**src/cltr_pkg.sv**
```systemverilog
// ----------------------------------------------------------------------------
// Charger load throttle relay package
// Shared codes, constants and structures of the load throttle relay block.
// ----------------------------------------------------------------------------
package cltr_pkg;

  // Bay status codes. Codes 2 and 3 mean neither free nor charging.
  localparam logic [1:0] BAY_FREE     = 2'd0;
  localparam logic [1:0] BAY_CHARGING = 2'd1;

  // Throttle levels in percent and the duration limit of cap handling.
  localparam logic [6:0]  SAFETY_PCT  = 7'd50;
  localparam logic [6:0]  CAP_PCT     = 7'd70;
  localparam logic [6:0]  FULL_PCT    = 7'd100;
  localparam logic [15:0] CAP_MINUTES = 16'd10;

  localparam int unsigned CfgIdxW  = 3;
  localparam int unsigned CfgDataW = 18;

  typedef enum logic [1:0] {
    DEC_ALLOW      = 2'd0,
    DEC_LOW_DEMAND = 2'd1,
    DEC_STANDBY    = 2'd2,
    DEC_THROTTLE   = 2'd3
  } decision_e;

  typedef enum logic [CfgIdxW-1:0] {
    CFG_PEAK_START  = 3'd0,
    CFG_PEAK_END    = 3'd1,
    CFG_ARRIVAL_THR = 3'd2,
    CFG_OVERCURRENT = 3'd3,
    CFG_POWER_CAP   = 3'd4,
    CFG_DUTY_WINDOW = 3'd5
  } cfg_idx_e;

  typedef struct packed {
    logic [4:0]  peak_start_hour;
    logic [4:0]  peak_end_hour;
    logic [8:0]  arrival_threshold;
    logic [16:0] overcurrent_limit_ma;
    logic [17:0] station_power_cap_w;
    logic [15:0] duty_window_ms;
  } cfg_t;

  typedef struct packed {
    logic [15:0] phase_count;
    logic [6:0]  throttle;
    logic        overload;
    decision_e   decision;
  } state_t;

  typedef struct packed {
    logic [1:0]  bay_state;
    logic [16:0] current_ma;
    logic [17:0] station_power_w;
    logic [4:0]  hour_of_day;
    logic [8:0]  arrival_prob;
    logic [15:0] expected_minutes;
    logic        manual_mode;
    logic        manual_relay_ctl;
    logic        manual_relay_on;
    logic [6:0]  manual_throttle;
  } item_t;

  typedef struct packed {
    logic        relay_on;
    decision_e   load_decision;
    logic [6:0]  throttle_pct;
    logic        overload_flag;
    logic        led_red;
    logic        led_grn;
    logic        led_ylw;
  } result_t;

endpackage

```
**src/cltr_step.sv**
```systemverilog
// ----------------------------------------------------------------------------
// Charger load throttle relay tick logic
// Combinational update of the load state and relay level for one tick.
// ----------------------------------------------------------------------------
module cltr_step (
  input  cltr_pkg::cfg_t    cfg_i,
  input  cltr_pkg::state_t  state_i,
  input  cltr_pkg::item_t   item_i,
  output cltr_pkg::state_t  state_o,
  output cltr_pkg::result_t result_o
);

  logic                charging;
  logic                bay_free;
  logic                peak;
  logic [6:0]          man_thr;
  logic [6:0]          throttle_d;
  logic                overload_d;
  cltr_pkg::decision_e decision_d;
  logic [15:0]         win;
  logic [6:0]          duty_pct;
  logic [16:0]         phase_inc;
  logic [22:0]         on_prod;
  logic [22:0]         phase_scaled;
  logic                duty_on;
  logic                relay;

  assign charging = (item_i.bay_state == cltr_pkg::BAY_CHARGING);
  assign bay_free = (item_i.bay_state == cltr_pkg::BAY_FREE);
  assign peak     = (item_i.hour_of_day >= cfg_i.peak_start_hour) &&
                    (item_i.hour_of_day <= cfg_i.peak_end_hour);
  assign man_thr  = (item_i.manual_throttle > cltr_pkg::FULL_PCT) ?
                    cltr_pkg::FULL_PCT : item_i.manual_throttle;

  always_comb begin
    decision_d = state_i.decision;
    throttle_d = state_i.throttle;
    overload_d = state_i.overload;
    if (!item_i.manual_mode) begin
      overload_d = 1'b0;
      if (!charging) begin
        if (peak && (item_i.arrival_prob >= cfg_i.arrival_threshold)) begin
          decision_d = cltr_pkg::DEC_STANDBY;
        end else if (peak) begin
          decision_d = cltr_pkg::DEC_LOW_DEMAND;
        end else begin
          decision_d = cltr_pkg::DEC_ALLOW;
        end
      end else if (item_i.current_ma > cfg_i.overcurrent_limit_ma) begin
        decision_d = cltr_pkg::DEC_THROTTLE;
        throttle_d = cltr_pkg::SAFETY_PCT;
        overload_d = 1'b1;
      end else if ((item_i.station_power_w > cfg_i.station_power_cap_w) &&
                   (item_i.expected_minutes > cltr_pkg::CAP_MINUTES)) begin
        decision_d = cltr_pkg::DEC_THROTTLE;
        throttle_d = cltr_pkg::CAP_PCT;
      end else begin
        decision_d = cltr_pkg::DEC_ALLOW;
        throttle_d = cltr_pkg::FULL_PCT;
      end
    end else begin
      throttle_d = state_i.overload ? cltr_pkg::SAFETY_PCT : man_thr;
    end
  end

  // The relay is on while phase < floor(win * pct / 100), which is the same
  // as 100 * (phase + 1) <= win * pct, so no divider is needed.
  assign win          = (cfg_i.duty_window_ms == 16'd0) ? 16'd1 : cfg_i.duty_window_ms;
  assign duty_pct     = overload_d ? cltr_pkg::SAFETY_PCT : throttle_d;
  assign phase_inc    = {1'b0, state_i.phase_count} + 17'd1;
  assign on_prod      = 23'(win) * 23'(duty_pct);
  assign phase_scaled = 23'(phase_inc) * 23'(cltr_pkg::FULL_PCT);
  assign duty_on      = (phase_scaled <= on_prod);

  always_comb begin
    if (!charging) begin
      relay = 1'b0;
    end else if (overload_d) begin
      relay = duty_on;
    end else if (item_i.manual_mode && item_i.manual_relay_ctl) begin
      relay = item_i.manual_relay_on;
    end else if (throttle_d >= cltr_pkg::FULL_PCT) begin
      relay = 1'b1;
    end else if (throttle_d == 7'd0) begin
      relay = 1'b0;
    end else begin
      relay = duty_on;
    end
  end

  always_comb begin
    state_o.decision    = decision_d;
    state_o.throttle    = throttle_d;
    state_o.overload    = overload_d;
    state_o.phase_count = (phase_inc >= {1'b0, win}) ? 16'd0 : phase_inc[15:0];

    result_o.relay_on      = relay;
    result_o.load_decision = decision_d;
    result_o.throttle_pct  = throttle_d;
    result_o.overload_flag = overload_d;
    result_o.led_red       = overload_d;
    result_o.led_grn       = bay_free && !overload_d;
    result_o.led_ylw       = charging && !overload_d;
  end

endmodule

```
**src/charger_load_throttle_relay_unit.sv**
```systemverilog
// ----------------------------------------------------------------------------
// Charger load throttle relay unit
// Per-tick load decision, throttle, overload flag, duty-cycled relay and lamps.
// ----------------------------------------------------------------------------
// Each accepted item is one millisecond tick and yields exactly one result
// item. The decision, the throttle update and the
// relay duty compare (one 16 by 7 bit multiply against the phase scaled by
// 100) are done in the cycle of acceptance and land in the result register,
// so the block takes a new item in every cycle while the output is not
// stalled. A two-entry output stage (result register plus skid register)
// lets one more item in while a result waits; in_stall_o rises only when
// both entries are full. The load state and the relay phase counter advance
// at acceptance. Configuration registers take effect on the next item and
// are meant to be written only while no result is pending; cfg_ready_o is
// always high.
// ----------------------------------------------------------------------------
module charger_load_throttle_relay_unit (
  input  logic                          clk_i,
  input  logic                          rst_ni,

  input  logic                          cfg_valid_i,
  output logic                          cfg_ready_o,
  input  logic [cltr_pkg::CfgIdxW-1:0]  cfg_index_i,
  input  logic [cltr_pkg::CfgDataW-1:0] cfg_data_i,

  input  logic                          in_valid_i,
  output logic                          in_stall_o,
  input  logic [1:0]                    bay_state_i,
  input  logic [16:0]                   current_ma_i,
  input  logic [17:0]                   station_power_w_i,
  input  logic [4:0]                    hour_of_day_i,
  input  logic [8:0]                    arrival_prob_i,
  input  logic [15:0]                   expected_minutes_i,
  input  logic                          manual_mode_i,
  input  logic                          manual_relay_ctl_i,
  input  logic                          manual_relay_on_i,
  input  logic [6:0]                    manual_throttle_i,

  output logic                          out_valid_o,
  input  logic                          out_stall_i,
  output logic                          relay_on_o,
  output logic [1:0]                    load_decision_o,
  output logic [6:0]                    throttle_pct_o,
  output logic                          overload_flag_o,
  output logic                          led_red_o,
  output logic                          led_grn_o,
  output logic                          led_ylw_o
);

  cltr_pkg::cfg_t    cfg_q;
  cltr_pkg::state_t  state_q;
  cltr_pkg::state_t  state_d;
  cltr_pkg::item_t   item;
  cltr_pkg::result_t result_d;
  cltr_pkg::result_t out_q;
  cltr_pkg::result_t skid_q;
  logic              out_valid_q;
  logic              out_valid_d;
  logic              skid_valid_q;
  logic              skid_valid_d;
  logic              in_accept;
  logic              out_free;
  logic              out_load;
  logic              skid_load;

  // --------------------------------------------------------------------------
  // Configuration registers. Writes to indexes past the list are dropped.
  // --------------------------------------------------------------------------
  assign cfg_ready_o = 1'b1;

  always_ff @(posedge clk_i or negedge rst_ni) begin
    if (!rst_ni) begin
      cfg_q.peak_start_hour      <= 5'd17;
      cfg_q.peak_end_hour        <= 5'd21;
      cfg_q.arrival_threshold    <= 9'd179;
      cfg_q.overcurrent_limit_ma <= 17'd32000;
      cfg_q.station_power_cap_w  <= 18'd22000;
      cfg_q.duty_window_ms       <= 16'd10000;
    end else if (cfg_valid_i && cfg_ready_o) begin
      unique case (cfg_index_i)
        cltr_pkg::CFG_PEAK_START:  cfg_q.peak_start_hour      <= cfg_data_i[4:0];
        cltr_pkg::CFG_PEAK_END:    cfg_q.peak_end_hour        <= cfg_data_i[4:0];
        cltr_pkg::CFG_ARRIVAL_THR: cfg_q.arrival_threshold    <= cfg_data_i[8:0];
        cltr_pkg::CFG_OVERCURRENT: cfg_q.overcurrent_limit_ma <= cfg_data_i[16:0];
        cltr_pkg::CFG_POWER_CAP:   cfg_q.station_power_cap_w  <= cfg_data_i[17:0];
        cltr_pkg::CFG_DUTY_WINDOW: cfg_q.duty_window_ms       <= cfg_data_i[15:0];
        default: ;
      endcase
    end
  end

  // --------------------------------------------------------------------------
  // Tick logic: next load state and the result of the item at the inputs.
  // --------------------------------------------------------------------------
  assign item.bay_state        = bay_state_i;
  assign item.current_ma       = current_ma_i;
  assign item.station_power_w  = station_power_w_i;
  assign item.hour_of_day      = hour_of_day_i;
  assign item.arrival_prob     = arrival_prob_i;
  assign item.expected_minutes = expected_minutes_i;
  assign item.manual_mode      = manual_mode_i;
  assign item.manual_relay_ctl = manual_relay_ctl_i;
  assign item.manual_relay_on  = manual_relay_on_i;
  assign item.manual_throttle  = manual_throttle_i;

  cltr_step u_step (
    .cfg_i   (cfg_q),
    .state_i (state_q),
    .item_i  (item),
    .state_o (state_d),
    .result_o(result_d)
  );

  // The state only moves when an item is accepted.
  always_ff @(posedge clk_i or negedge rst_ni) begin
    if (!rst_ni) begin
      state_q.phase_count <= 16'd0;
      state_q.throttle    <= cltr_pkg::FULL_PCT;
      state_q.overload    <= 1'b0;
      state_q.decision    <= cltr_pkg::DEC_ALLOW;
    end else if (in_accept) begin
      state_q <= state_d;
    end
  end

  // --------------------------------------------------------------------------
  // Output stage. The result register feeds the port; the skid register
  // catches one item accepted while the result register is stalled.
  // --------------------------------------------------------------------------
  assign in_stall_o = skid_valid_q;
  assign in_accept  = in_valid_i && !skid_valid_q;
  assign out_free   = !out_valid_q || !out_stall_i;

  always_comb begin
    out_valid_d  = out_valid_q;
    skid_valid_d = skid_valid_q;
    out_load     = 1'b0;
    skid_load    = 1'b0;
    if (out_free) begin
      // When the skid holds an item no new item was accepted this cycle.
      out_valid_d  = skid_valid_q || in_accept;
      out_load     = skid_valid_q || in_accept;
      skid_valid_d = 1'b0;
    end else if (in_accept) begin
      skid_valid_d = 1'b1;
      skid_load    = 1'b1;
    end
  end

  always_ff @(posedge clk_i or negedge rst_ni) begin
    if (!rst_ni) begin
      out_valid_q  <= 1'b0;
      skid_valid_q <= 1'b0;
    end else begin
      out_valid_q  <= out_valid_d;
      skid_valid_q <= skid_valid_d;
    end
  end

  always_ff @(posedge clk_i) begin
    if (out_load) begin
      out_q <= skid_valid_q ? skid_q : result_d;
    end
    if (skid_load) begin
      skid_q <= result_d;
    end
  end

  assign out_valid_o     = out_valid_q;
  assign relay_on_o      = out_q.relay_on;
  assign load_decision_o = out_q.load_decision;
  assign throttle_pct_o  = out_q.throttle_pct;
  assign overload_flag_o = out_q.overload_flag;
  assign led_red_o       = out_q.led_red;
  assign led_grn_o       = out_q.led_grn;
  assign led_ylw_o       = out_q.led_ylw;

  // --------------------------------------------------------------------------
  // Assertions.
  // --------------------------------------------------------------------------

  // The skid register is only filled behind a waiting result.
  a_skid_behind_out: assert property (
    @(posedge clk_i) disable iff (!rst_ni)
    skid_valid_q |-> out_valid_q
  ) else $error("skid register holds an item while the result register is empty");

  // A held overload always comes with the safety throttle level.
  a_overload_throttle: assert property (
    @(posedge clk_i) disable iff (!rst_ni)
    state_q.overload |-> (state_q.throttle == cltr_pkg::SAFETY_PCT)
  ) else $error("overload held without the safety throttle level");

  // Each accepted tick advances the phase by one or wraps it to zero.
  a_phase_step: assert property (
    @(posedge clk_i) disable iff (!rst_ni)
    in_accept |=> ((state_q.phase_count == 16'd0) ||
                   ({1'b0, state_q.phase_count} ==
                    {1'b0, $past(state_q.phase_count)} + 17'd1))
  ) else $error("phase counter moved by other than one tick");

  // Without an accepted item the load state stays put.
  a_state_hold: assert property (
    @(posedge clk_i) disable iff (!rst_ni)
    !in_accept |=> $stable(state_q)
  ) else $error("load state changed without an accepted item");

endmodule
```
**config.mk**
```make
export PLATFORM = sky130hd
export DESIGN_NAME = charger_load_throttle_relay_unit
export DESIGN_NICKNAME = d
export VERILOG_FILES = /design/src/cltr_pkg.sv /design/src/cltr_step.sv /design/src/charger_load_throttle_relay_unit.sv
export SDC_FILE = /design/constraint.sdc
export NUM_CORES = 1
export LEC_CHECK = 0
export ABC_AREA = 1
export CAP_MARGIN = 20
export CORE_ASPECT_RATIO = 1.1
export CORE_MARGIN = 1
export CORE_UTILIZATION = 65
export DETAILED_ROUTE_END_ITERATION = 12
export DONT_BUFFER_PORTS = 1
export GPL_TIMING_DRIVEN = 0
export PLACE_DENSITY = 0.84
export SYNTH_ARGS = -nofsm -noshare
export SYNTH_HDL_FRONTEND = slang
export SYNTH_SLANG_ARGS = --single-unit
```
**constraint.sdc**
```tcl
create_clock -name clk_i -period 9 [get_ports clk_i]
set_clock_uncertainty 0.05 [all_clocks]
set_input_delay 0.45 -clock clk_i [delete_from_list [all_inputs] [get_ports clk_i]]
set_output_delay 0.45 -clock clk_i [all_outputs]
set_load 0.05 [all_outputs]
```
==> impl_metrics.json, run 1 <==
{
  "critPathSlowestCell": "fa_1",
  "synthAdderAreaFrac_pct": 31.1,
  "timing.rr.start": "cfg_q[30]",
  "whs_path_depth": 2,
  "layout_common_cells": "nand2_1 (336), inv_1 (292), ha_1 (185)",
  "vias_per_cell": 5.69,
  "die_h_um": 148,
  "ys_warn_count": 0,
  "final_cell_count_no_fill": 1855,
  "place_inst": 1820,
  "synth_cells": 1573,
  "mostFrequentLayoutCell": "nand2_1",
  "hold_viol": 0,
  "critPathRequiredTime_ns": 9.14,
  "clkPwrFrac_pct": 18.4,
  "synth-simple-area-share_pct": 18.7,
  "clk_pin_slew_worst_paths_ns": 0.06,
  "clk_latency_ns": 0.44,
  "drive_gt1_share_pct": 8.52,
  "wl_met1_mm": 11.6,
  "grt_pass1_wl_mm": 48.6,
  "nNetsFinal": 1964,
  "hold_path.class": "input port to register",
  "drt_wl_total_mm": 29.7,
  "die_area_um2": 20100,
  "power_leakage_nw": 7.09,
  "dp_hpwl_mm": 23.3,
  "setup_viol": 0,
  "max_cap_viol_count": 0,
  "synthArstFlopShare_pct": 79.0,
  "synth_edf_count": 26,
  "vdd_drop_max_uv": 221,
  "highest_layer": "met4",
  "drtAntennaViolNets": 0,
  "wl_met3_mm": 1.97,
  "area_growth_pct": 7.78,
  "seqCellArea_um2": 3270,
  "cts_buffer_depth": 2,
  "netlist_area_um2": 12700,
  "synth_mux_area_share_pct": 0,
  "diodes": 0,
  "period_share_pct": 93.4,
  "cts_buffers": 17,
  "switching_share_pct": 47.6,
  "antenna_found_initial": 0,
  "whs_endpoint": "out_valid_o",
  "combPwrFrac_pct": 61.5,
  "drv_slew": 0,
  "cp_data_arrival_time_ns": 8.55,
  "power_frac_seq_pct": 20.1,
  "cp_max_fo": 10,
  "endpoint_kind": "register",
  "drt-pass1-iter-count": 5,
  "criticalPathCategory": "register to register",
  "max_freq_mhz": 119,
  "grt_setup_unrepaired": "false",
  "multi_input_area_um2": 8140,
  "p_per_area_nw_per_um2": 293,
  "die_w_um": 135,
  "internal-power_mw": 2.10,
  "post_cts_buffers": 0,
  "rr_worst_depth": 47,
  "grt_pass1_vias": 10700,
  "place.gp.congestion": 0.899,
  "reg2reg_to": "relay_on_o",
  "worst_slew_pin_slew_ns": 0.613,
  "slowest_delay_ns": 0.56,
  "root_buffer": "clkbuf_16",
  "rows": 53,
  "fin_tns_setup_ns": 0,
  "final.min_clock_period_ns": 8.41,
  "synth_seq_cells": 124,
  "rrSetupSlack_ns": 0.59,
  "outcome": "finished clean",
  "core_um2": 19100,
  "grt_max_degree": 99,
  "drt_iter0_markers": 581,
  "crit_top_cell": "nand2_1",
  "max_slew_margin_pct": 59.1,
  "synth-xor-area-share_pct": 3.38,
  "cts_tree": "done",
  "h-tree-depth": 4,
  "yosys_most_used_dff": "dfrtp_1",
  "yosysUniqueCellTypes": 53,
  "drc": 0,
  "fillers": 1390,
  "gr-total-overflow": 0,
  "wl_met2_mm": 15.2,
  "synth_compound_area_share_pct": 11.0,
  "synth_nets": 1942,
  "grt_use_total_pct": 30.9,
  "syn_area_per_cell_um2": 8.06,
  "start_util_pct": 66.4,
  "p_sw_mw": 1.90,
  "num_vias": 10600,
  "ios": 120,
  "worstHoldStart": "in_valid_i",
  "cp-start-kind": "register",
  "synth_top_family_by_area": "adder cells",
  "portBuffers": 0,
  "wl_per_cell_um": 16.0,
  "cts.sinks": 124,
  "ys_seq_area_share_pct": 25.8
}
[power by group through the flow]
stage / registers [mW] / clock network (mW) / logic [mW]
after floorplan: 0.787 / 0 / 1.88
final: 0.802 / 0.734 / 2.46
after global placement: 0.803 / 0 / 2.26
after detailed placement: 0.807 / 0 / 2.40
after global routing: 0.814 / 0.757 / 2.81
after CTS: 0.800 / 0.731 / 2.44
[worst max-delay path, delay by kind of cell (launching register included)]
kind	cells	cell delay (ns)
flops	1	0.54
compound gates	5	0.62
buf+inv	5	0.71
simple gates	29	3.12
fa+ha+maj	7	2.99
xor+xnor	1	0.14
[what timing repair did]
item | 4_1_cts | 5_1_grt
endpoints found under the hold margin | 98 | 0
hold buffers | 2 | 0
endpoints found under the setup margin | 0 | 2
gates resized for setup | 0 | 1
[stage by stage]
step	total power [mW]	hold slack, ns	utilization [%]	area, um^2	setup slack, ns
after floorplan	2.66	0.104	-	12700	1.81
after global placement	3.06	0.106	68.0	13000	0.645
after detailed placement	3.20	0.106	68.0	13000	0.493
after CTS	3.97	0.0856	71.4	13600	0.364
after global routing	4.38	0.0957	71.5	13700	0.0691
final	4.00	0.0921	71.5	13700	0.591
[cell usage after synthesis (6+ instances only)]
master	n	area share (%)
nand3_2	7	0.55
fa_1	81	13
nand3_1	25	0.99
nor3_1	9	0.36
xnor2_1	17	1.2
ha_1	185	18
o21ai_0	110	4.3
nand2_2	10	0.49
xor2_1	30	2.1
a21o_1	6	0.36
o22ai_2	10	0.99
o21ai_2	6	0.41
dfrtp_1	66	13
inv_1	292	8.6
clkbuf_1	20	0.59
inv_2	6	0.18
dfstp_2	32	6.6
edfxtp_1	26	6.2
a21oi_1	71	2.8
nor2_1	139	4.1
nand4_1	14	0.69
nand2_1	336	10
[layout make-up]
type	instances	area share, %
sequential	124	24.0
tap	247	2.26
clock buffer	18	3.22
timing repair buffer	4	0.385
inverter	303	8.33
buffer	28	0.953
multi-input combinational	1117	59.6
clock inverter	14	1.34
[flip-flops by register name, indices dropped and copies added, names as in the netlist]
| register | count |
|---|---|
| led_grn_o | 1 |
| led_ylw_o | 1 |
| throttle_pct_o | 7 |
| out_valid_o | 1 |
| in_stall_o | 1 |
| overload_flag_o | 1 |
| state_q | 26 |
| cfg_q | 70 |
| skid_q | 13 |
| relay_on_o | 1 |
| load_decision_o | 2 |
[metal layers]
layer / vias up / GRT usage (%)
li1: 5045 / -
met1: 5043 / 35.9
met2: 392 / 55.8
met3: 78 / 6.13
met4: 0 / 12.0
met5: - / 0
[worst max path at each step]
| stage | startpoint | to | slack, ns |
|---|---|---|---|
| after CTS | cfg_q[42] | relay_on_o | 0.36 |
| after detailed placement | cfg_q[46] | relay_on_o | 0.49 |
| final | cfg_q[30] | relay_on_o | 0.59 |
| after global placement | cfg_q[44] | relay_on_o | 0.65 |
| after floorplan | cfg_q[42] | relay_on_o | 1.81 |
| after global routing | cfg_q[28] | relay_on_o | 0.07 |
[kinds of logic after synthesis]
kind of cell / Yosys count
xor+xnor: 48
fa+ha+maj: 266
other cells: 1
simple gates: 564
flops: 124
buf+inv: 332
compound gates: 238
Note: power is estimated with default switching activity, not from simulation.
==> run 2, diff against run 1 <==
--- a/config.mk
+++ b/config.mk
@@ -10,9 +10,9 @@
 export CORE_ASPECT_RATIO = 1.1
 export CORE_MARGIN = 1
 export CORE_UTILIZATION = 65
+export CTS_BUF_LIST = sky130_fd_sc_hd__clkbuf_8
 export DETAILED_ROUTE_END_ITERATION = 12
 export DONT_BUFFER_PORTS = 1
-export GPL_TIMING_DRIVEN = 0
 export PLACE_DENSITY = 0.84
 export SYNTH_ARGS = -nofsm -noshare
 export SYNTH_HDL_FRONTEND = slang
==> run 2 against run 1 <==
Against the previous run: critical path depth is 4 lower; clock-buffer cell count stayed put; register-to-register slack gained 0.24 ns; non-clock buffer count decreased by 26; setup slack improved by 0.24 ns; final cell count down 1.4%; critical path type unchanged; largest power group unchanged; sequential cell count unchanged; total power fell by 9.3%; core utilization fell by 1.9 points.
==> impl_metrics.json, run 2 (synthesis results as in run 1) <==
{
  "drt_iter0_markers": 484,
  "regMostFlops": "cfg_q",
  "period_share_pct": 90.8,
  "drt-pass1-iter-count": 5,
  "grt_setup_unrepaired": "false",
  "p_per_area_nw_per_um2": 273,
  "cts.sinks": 124,
  "antenna_found_initial": 0,
  "drive_gt1_share_pct": 8.22,
  "die_area_um2": 20100,
  "core_um2": 19100,
  "rows": 53,
  "die_h_um": 148,
  "diodes": 0,
  "grt_max_degree": 99,
  "place_inst": 1792,
  "power_leakage_nw": 6.92,
  "critPathSlowestCell": "fa_1",
  "outcome": "finished clean",
  "area_growth_pct": 4.91,
  "layout_common_cells": "nand2_1 (336), inv_1 (292), ha_1 (185)",
  "h-tree-depth": 4,
  "drc": 0,
  "final_cell_count_no_fill": 1829,
  "hold_path.class": "input port to register",
  "vias_per_cell": 5.57,
  "cts_tree": "done",
  "fillers": 1498,
  "max_cap_viol_count": 0,
  "setup_viol": 0,
  "ios": 120,
  "final_area_um2": 13300,
  "root_buffer": "clkbuf_8",
  "worst_slew_pin_slew_ns": 1.12,
  "fin_tns_setup_ns": 0,
  "endpoint_kind": "register",
  "max_freq_mhz": 122,
  "drv_slew": 0,
  "clk_latency_ns": 0.47,
  "gr-total-overflow": 0,
  "critPathRequiredTime_ns": 9.18,
  "start_util_pct": 66.4,
  "clk_pin_slew_worst_paths_ns": 0.09,
  "criticalPathCategory": "register to register",
  "power_mw": 3.63,
  "place.gp.congestion": 0.939,
  "final.min_clock_period_ns": 8.17,
  "drtAntennaViolNets": 0,
  "fin_ws_ns": 0.828,
  "cp-start-kind": "register",
  "crit_top_cell": "nand2_1",
  "cp_max_fo": 14,
  "mostFrequentLayoutCell": "nand2_1",
  "hold_viol": 0,
  "rrSetupSlack_ns": 0.83,
  "grt_pass1_vias": 10200,
  "drt_wl_total_mm": 28.5,
  "die_w_um": 135,
  "reg_top3": "cfg_q (70), state_q (26), skid_q (13)",
  "wl_per_cell_um": 15.6,
  "max_slew_margin_pct": 25.4,
  "dpl-instance-area_um2": 12900,
  "cts_buffer_depth": 2,
  "portBuffers": 0,
  "num_vias": 10200,
  "crit_buf_inv": 5,
  "cp_data_arrival_time_ns": 8.35,
  "slowest_delay_ns": 0.55,
  "dp_hpwl_mm": 22.4,
  "largest_reg_flops": 70,
  "dp_slack_ns": 0.863,
  "vdd_drop_max_uv": 153,
  "cp_top_family": "adder cells",
  "nNetsFinal": 1938,
  "grt_use_total_pct": 29.7,
  "cts_buffers": 17,
  "grt_pass1_wl_mm": 46.5
}
run 2: cell types whose count changed in the layout (fill, tap and decap cells not counted), sizes merged:
cell and change:
clkbuf -19, bufinv -3, inv +4, buf -7, clkinvlp +2, clkinv -3
run 2: final cells by class:
| class | instances | area [um^2] | share of cell area (%) |
|---|---|---|---|
| clock inverter | 14 | 124 | 0.932 |
| tap | 247 | 309 | 2.32 |
| clock buffer | 18 | 248 | 1.86 |
| inverter | 303 | 1140 | 8.55 |
| multi-input combinational | 1117 | 8130 | 61.1 |
| timing repair buffer | 6 | 75.1 | 0.565 |
| sequential | 124 | 3270 | 24.6 |
run 2: where the power goes:
part	switching (mW)	leakage (nW)	internal, mW
Sequential	0.102	1.43	0.700
Combinational	1.42	5.31	0.916
Clock	0.278	0.183	0.208
Total	1.80	6.92	1.82
run 2: what timing repair did:
item                                   in CTS  in global routing
gates resized for setup                     0                  0
hold buffers                                2                  0
endpoints found under the hold margin      98                  0
setup endpoints to repair                   0                  0
setup buffers                               0                  0
run 2: path summary, 6_finish.rpt:
check,endpoint,start,depth (start not counted)
worst min-delay path,out_valid_o,in_valid_i,2
worst max register to register,relay_on_o,cfg_q[28],43
max in group asynchronous,cfg_q[46],rst_ni,2
worst max-delay path,relay_on_o,cfg_q[28],43
min in group asynchronous,out_valid_o,rst_ni,2
worst min register to register,cfg_q[43],cfg_q[43],2
run 2: layer usage:
layer	up-vias	wire, um	GRT usage, %	share of wire [%]
met3	71	1840	7.74	6.5
met4	0	924	12.0	3.2
met2	301	14200	52.2	50
li1	4999	-	-	-
met1	4811	11500	34.1	40
met5	-	0	0	0
run 2: stage by stage:
| step | util [%] | hold WS (ns) |
|---|---|---|
| finish | 69.6 | 0.0483 |
| global route | 69.6 | 0.0566 |
| CTS | 69.5 | 0.0198 |
| detailed placement | 67.3 | 0.106 |
| global placement | 67.3 | 0.107 |
| floorplan | - | 0.104 |
==> run 3, diff against run 2 <==
--- a/config.mk
+++ b/config.mk
@@ -10,7 +10,6 @@
 export CORE_ASPECT_RATIO = 1.1
 export CORE_MARGIN = 1
 export CORE_UTILIZATION = 65
-export CTS_BUF_LIST = sky130_fd_sc_hd__clkbuf_8
 export DETAILED_ROUTE_END_ITERATION = 12
 export DONT_BUFFER_PORTS = 1
 export PLACE_DENSITY = 0.84
==> run 3 against run 2 <==
Against the previous run: sequential power about the same; total power increased by 5.6%; non-clock buffer count unchanged; largest cell class unchanged; largest power group unchanged; register-to-register slack got worse by 0.05 ns; clock power increased by 38%; combinational power about the same; clock-buffer cell count unchanged; sequential cell count unchanged; first-iteration DRC count increased by 14%; die area unchanged; sequential share of layout area decreased by 0.35 points; global-route usage increased by 0.58 points.
==> impl_metrics.json, run 3 (synthesis results as in run 1) <==
{
  "dp_slack_ns": 0.863,
  "post_cts_buffers": 0,
  "holdBufCountCts": 2,
  "cts.sinks": 124,
  "diodes": 0,
  "drtAntennaViolNets": 0,
  "place.gp.congestion": 0.939,
  "die_w_um": 135,
  "die_area_um2": 20100,
  "slowest_delay_ns": 0.55,
  "max_cap_viol_count": 0,
  "cp_data_arrival_time_ns": 8.36,
  "vias_per_cell": 5.60,
  "gr-total-overflow": 0,
  "drc": 0,
  "area_growth_pct": 6.42,
  "outcome": "finished clean",
  "largest_reg_flops": 70,
  "cts_resized": 0,
  "reg_top3": "cfg_q (70), state_q (26), skid_q (13)",
  "nNetsFinal": 1938,
  "layout_common_cells": "nand2_1 (336), inv_1 (292), ha_1 (185)",
  "max_freq_mhz": 122,
  "core_um2": 19100,
  "grt_max_degree": 99,
  "grt_setup_unrepaired": "false",
  "final_util_pct": 70.6,
  "p_per_area_nw_per_um2": 284,
  "num_vias": 10200,
  "endpoint_kind": "register",
  "crit_top_cell": "nand2_1",
  "root_buffer": "clkbuf_16",
  "critPathRequiredTime_ns": 9.14,
  "grt_pass1_vias": 10200,
  "mostFrequentLayoutCell": "nand2_1",
  "period_share_pct": 91.3,
  "drt_wl_total_mm": 28.9,
  "rrSetupSlack_ns": 0.78,
  "grt_use_total_pct": 30.3,
  "reg2reg_to": "relay_on_o",
  "clk_pin_slew_worst_paths_ns": 0.06,
  "final_cell_count_no_fill": 1829,
  "final.min_clock_period_ns": 8.22,
  "fin_ws_ns": 0.782,
  "cp_max_fo": 14,
  "cts_buffers": 17,
  "start_util_pct": 66.4,
  "setup_viol": 0,
  "fin_tns_setup_ns": 0,
  "cts_buffer_depth": 2,
  "cts_tree": "done",
  "clk_latency_ns": 0.43,
  "drt_iter0_markers": 554,
  "timing.rr.start": "cfg_q[28]",
  "ios": 120,
  "vdd_drop_max_uv": 174,
  "regMostFlops": "cfg_q",
  "worst_slew_pin_slew_ns": 1.09,
  "power_leakage_nw": 7.01,
  "hold_path.class": "input port to register",
  "dp_hpwl_mm": 22.4,
  "drt-pass1-iter-count": 5,
  "grt_pass1_wl_mm": 47.1,
  "critPathSlowestCell": "fa_1",
  "die_h_um": 148,
  "rr_worst_depth": 44,
  "criticalPathCategory": "register to register",
  "hold_viol": 0,
  "rows": 53,
  "portBuffers": 0,
  "max_slew_margin_pct": 27.1,
  "h-tree-depth": 4,
  "drive_gt1_share_pct": 8.22,
  "crit_path_start": "cfg_q[28]",
  "place_inst": 1792,
  "antenna_found_initial": 0,
  "cp-start-kind": "register",
  "drv_slew": 0,
  "crit_path_end": "relay_on_o",
  "wl_per_cell_um": 15.8
}
==> run 3: cell count changes in the layout (fill, tap and decap cells not counted) <==
cell,change
clkbuf_16,+17
clkbuf_8,-17
==> run 3: report_power, final <==
part           internal (mW)  leakage, nW  switching, mW
Clock                  0.370        0.271          0.302
Combinational          0.919         5.31           1.43
Sequential             0.702         1.43          0.102
Total                   1.99         7.01           1.84
==> run 3: cell type report <==
cell class	instances	area, um^2
multi-input combinational	1117	8130
sequential	124	3270
tap	247	309
clock inverter	14	124
clock buffer	18	439
fill	1474	5610
timing repair buffer	6	75.1
inverter	303	1140
==> run 3: worst min-delay path by stage <==
stage,to,depth (start not counted),from,slack [ns]
after detailed placement,state_q[13],0,rst_ni,0.11
after CTS,out_valid_o,2,in_valid_i,0.07
after global placement,out_valid_o,0,rst_ni,0.11
final,out_valid_o,2,in_valid_i,0.08
after floorplan,cfg_q[0],0,rst_ni,0.10
after global routing,out_valid_o,2,in_valid_i,0.10
==> run 3: critical path: cells and delay by family, from the launching register on <==
kind,cells,cell delay [ns]
buffers and inverters,5,0.45
XOR/XNOR,1,0.15
adder cells (fa/ha/maj),7,2.98
AND/OR/NAND/NOR,24,2.77
AO/OA/AOI/OAI,7,1.03
flip-flops,1,0.53
==> run 3: metrics by stage <==
| stage | total power, mW | hold WS, ns | area [um^2] |
|---|---|---|---|
| floorplan | 2.66 | 0.104 | 12700 |
| global placement | 3.03 | 0.107 | 12900 |
| detailed placement | 3.13 | 0.106 | 12900 |
| CTS | 3.83 | 0.0707 | 13500 |
| global route | 4.26 | 0.102 | 13500 |
| finish | 3.83 | 0.0828 | 13500 |
==> run 3: layer usage <==
| metal | share of wire, % | GRT usage [%] | wire length, um | vias to the layer above |
|---|---|---|---|---|
| li1 | - | - | - | 4998 |
| met1 | 40 | 34.8 | 11500 | 4818 |
| met2 | 50 | 53.2 | 14500 | 339 |
| met3 | 6.5 | 7.29 | 1890 | 87 |
| met4 | 3.6 | 13.3 | 1040 | 0 |
| met5 | 0 | 0 | 0 | - |
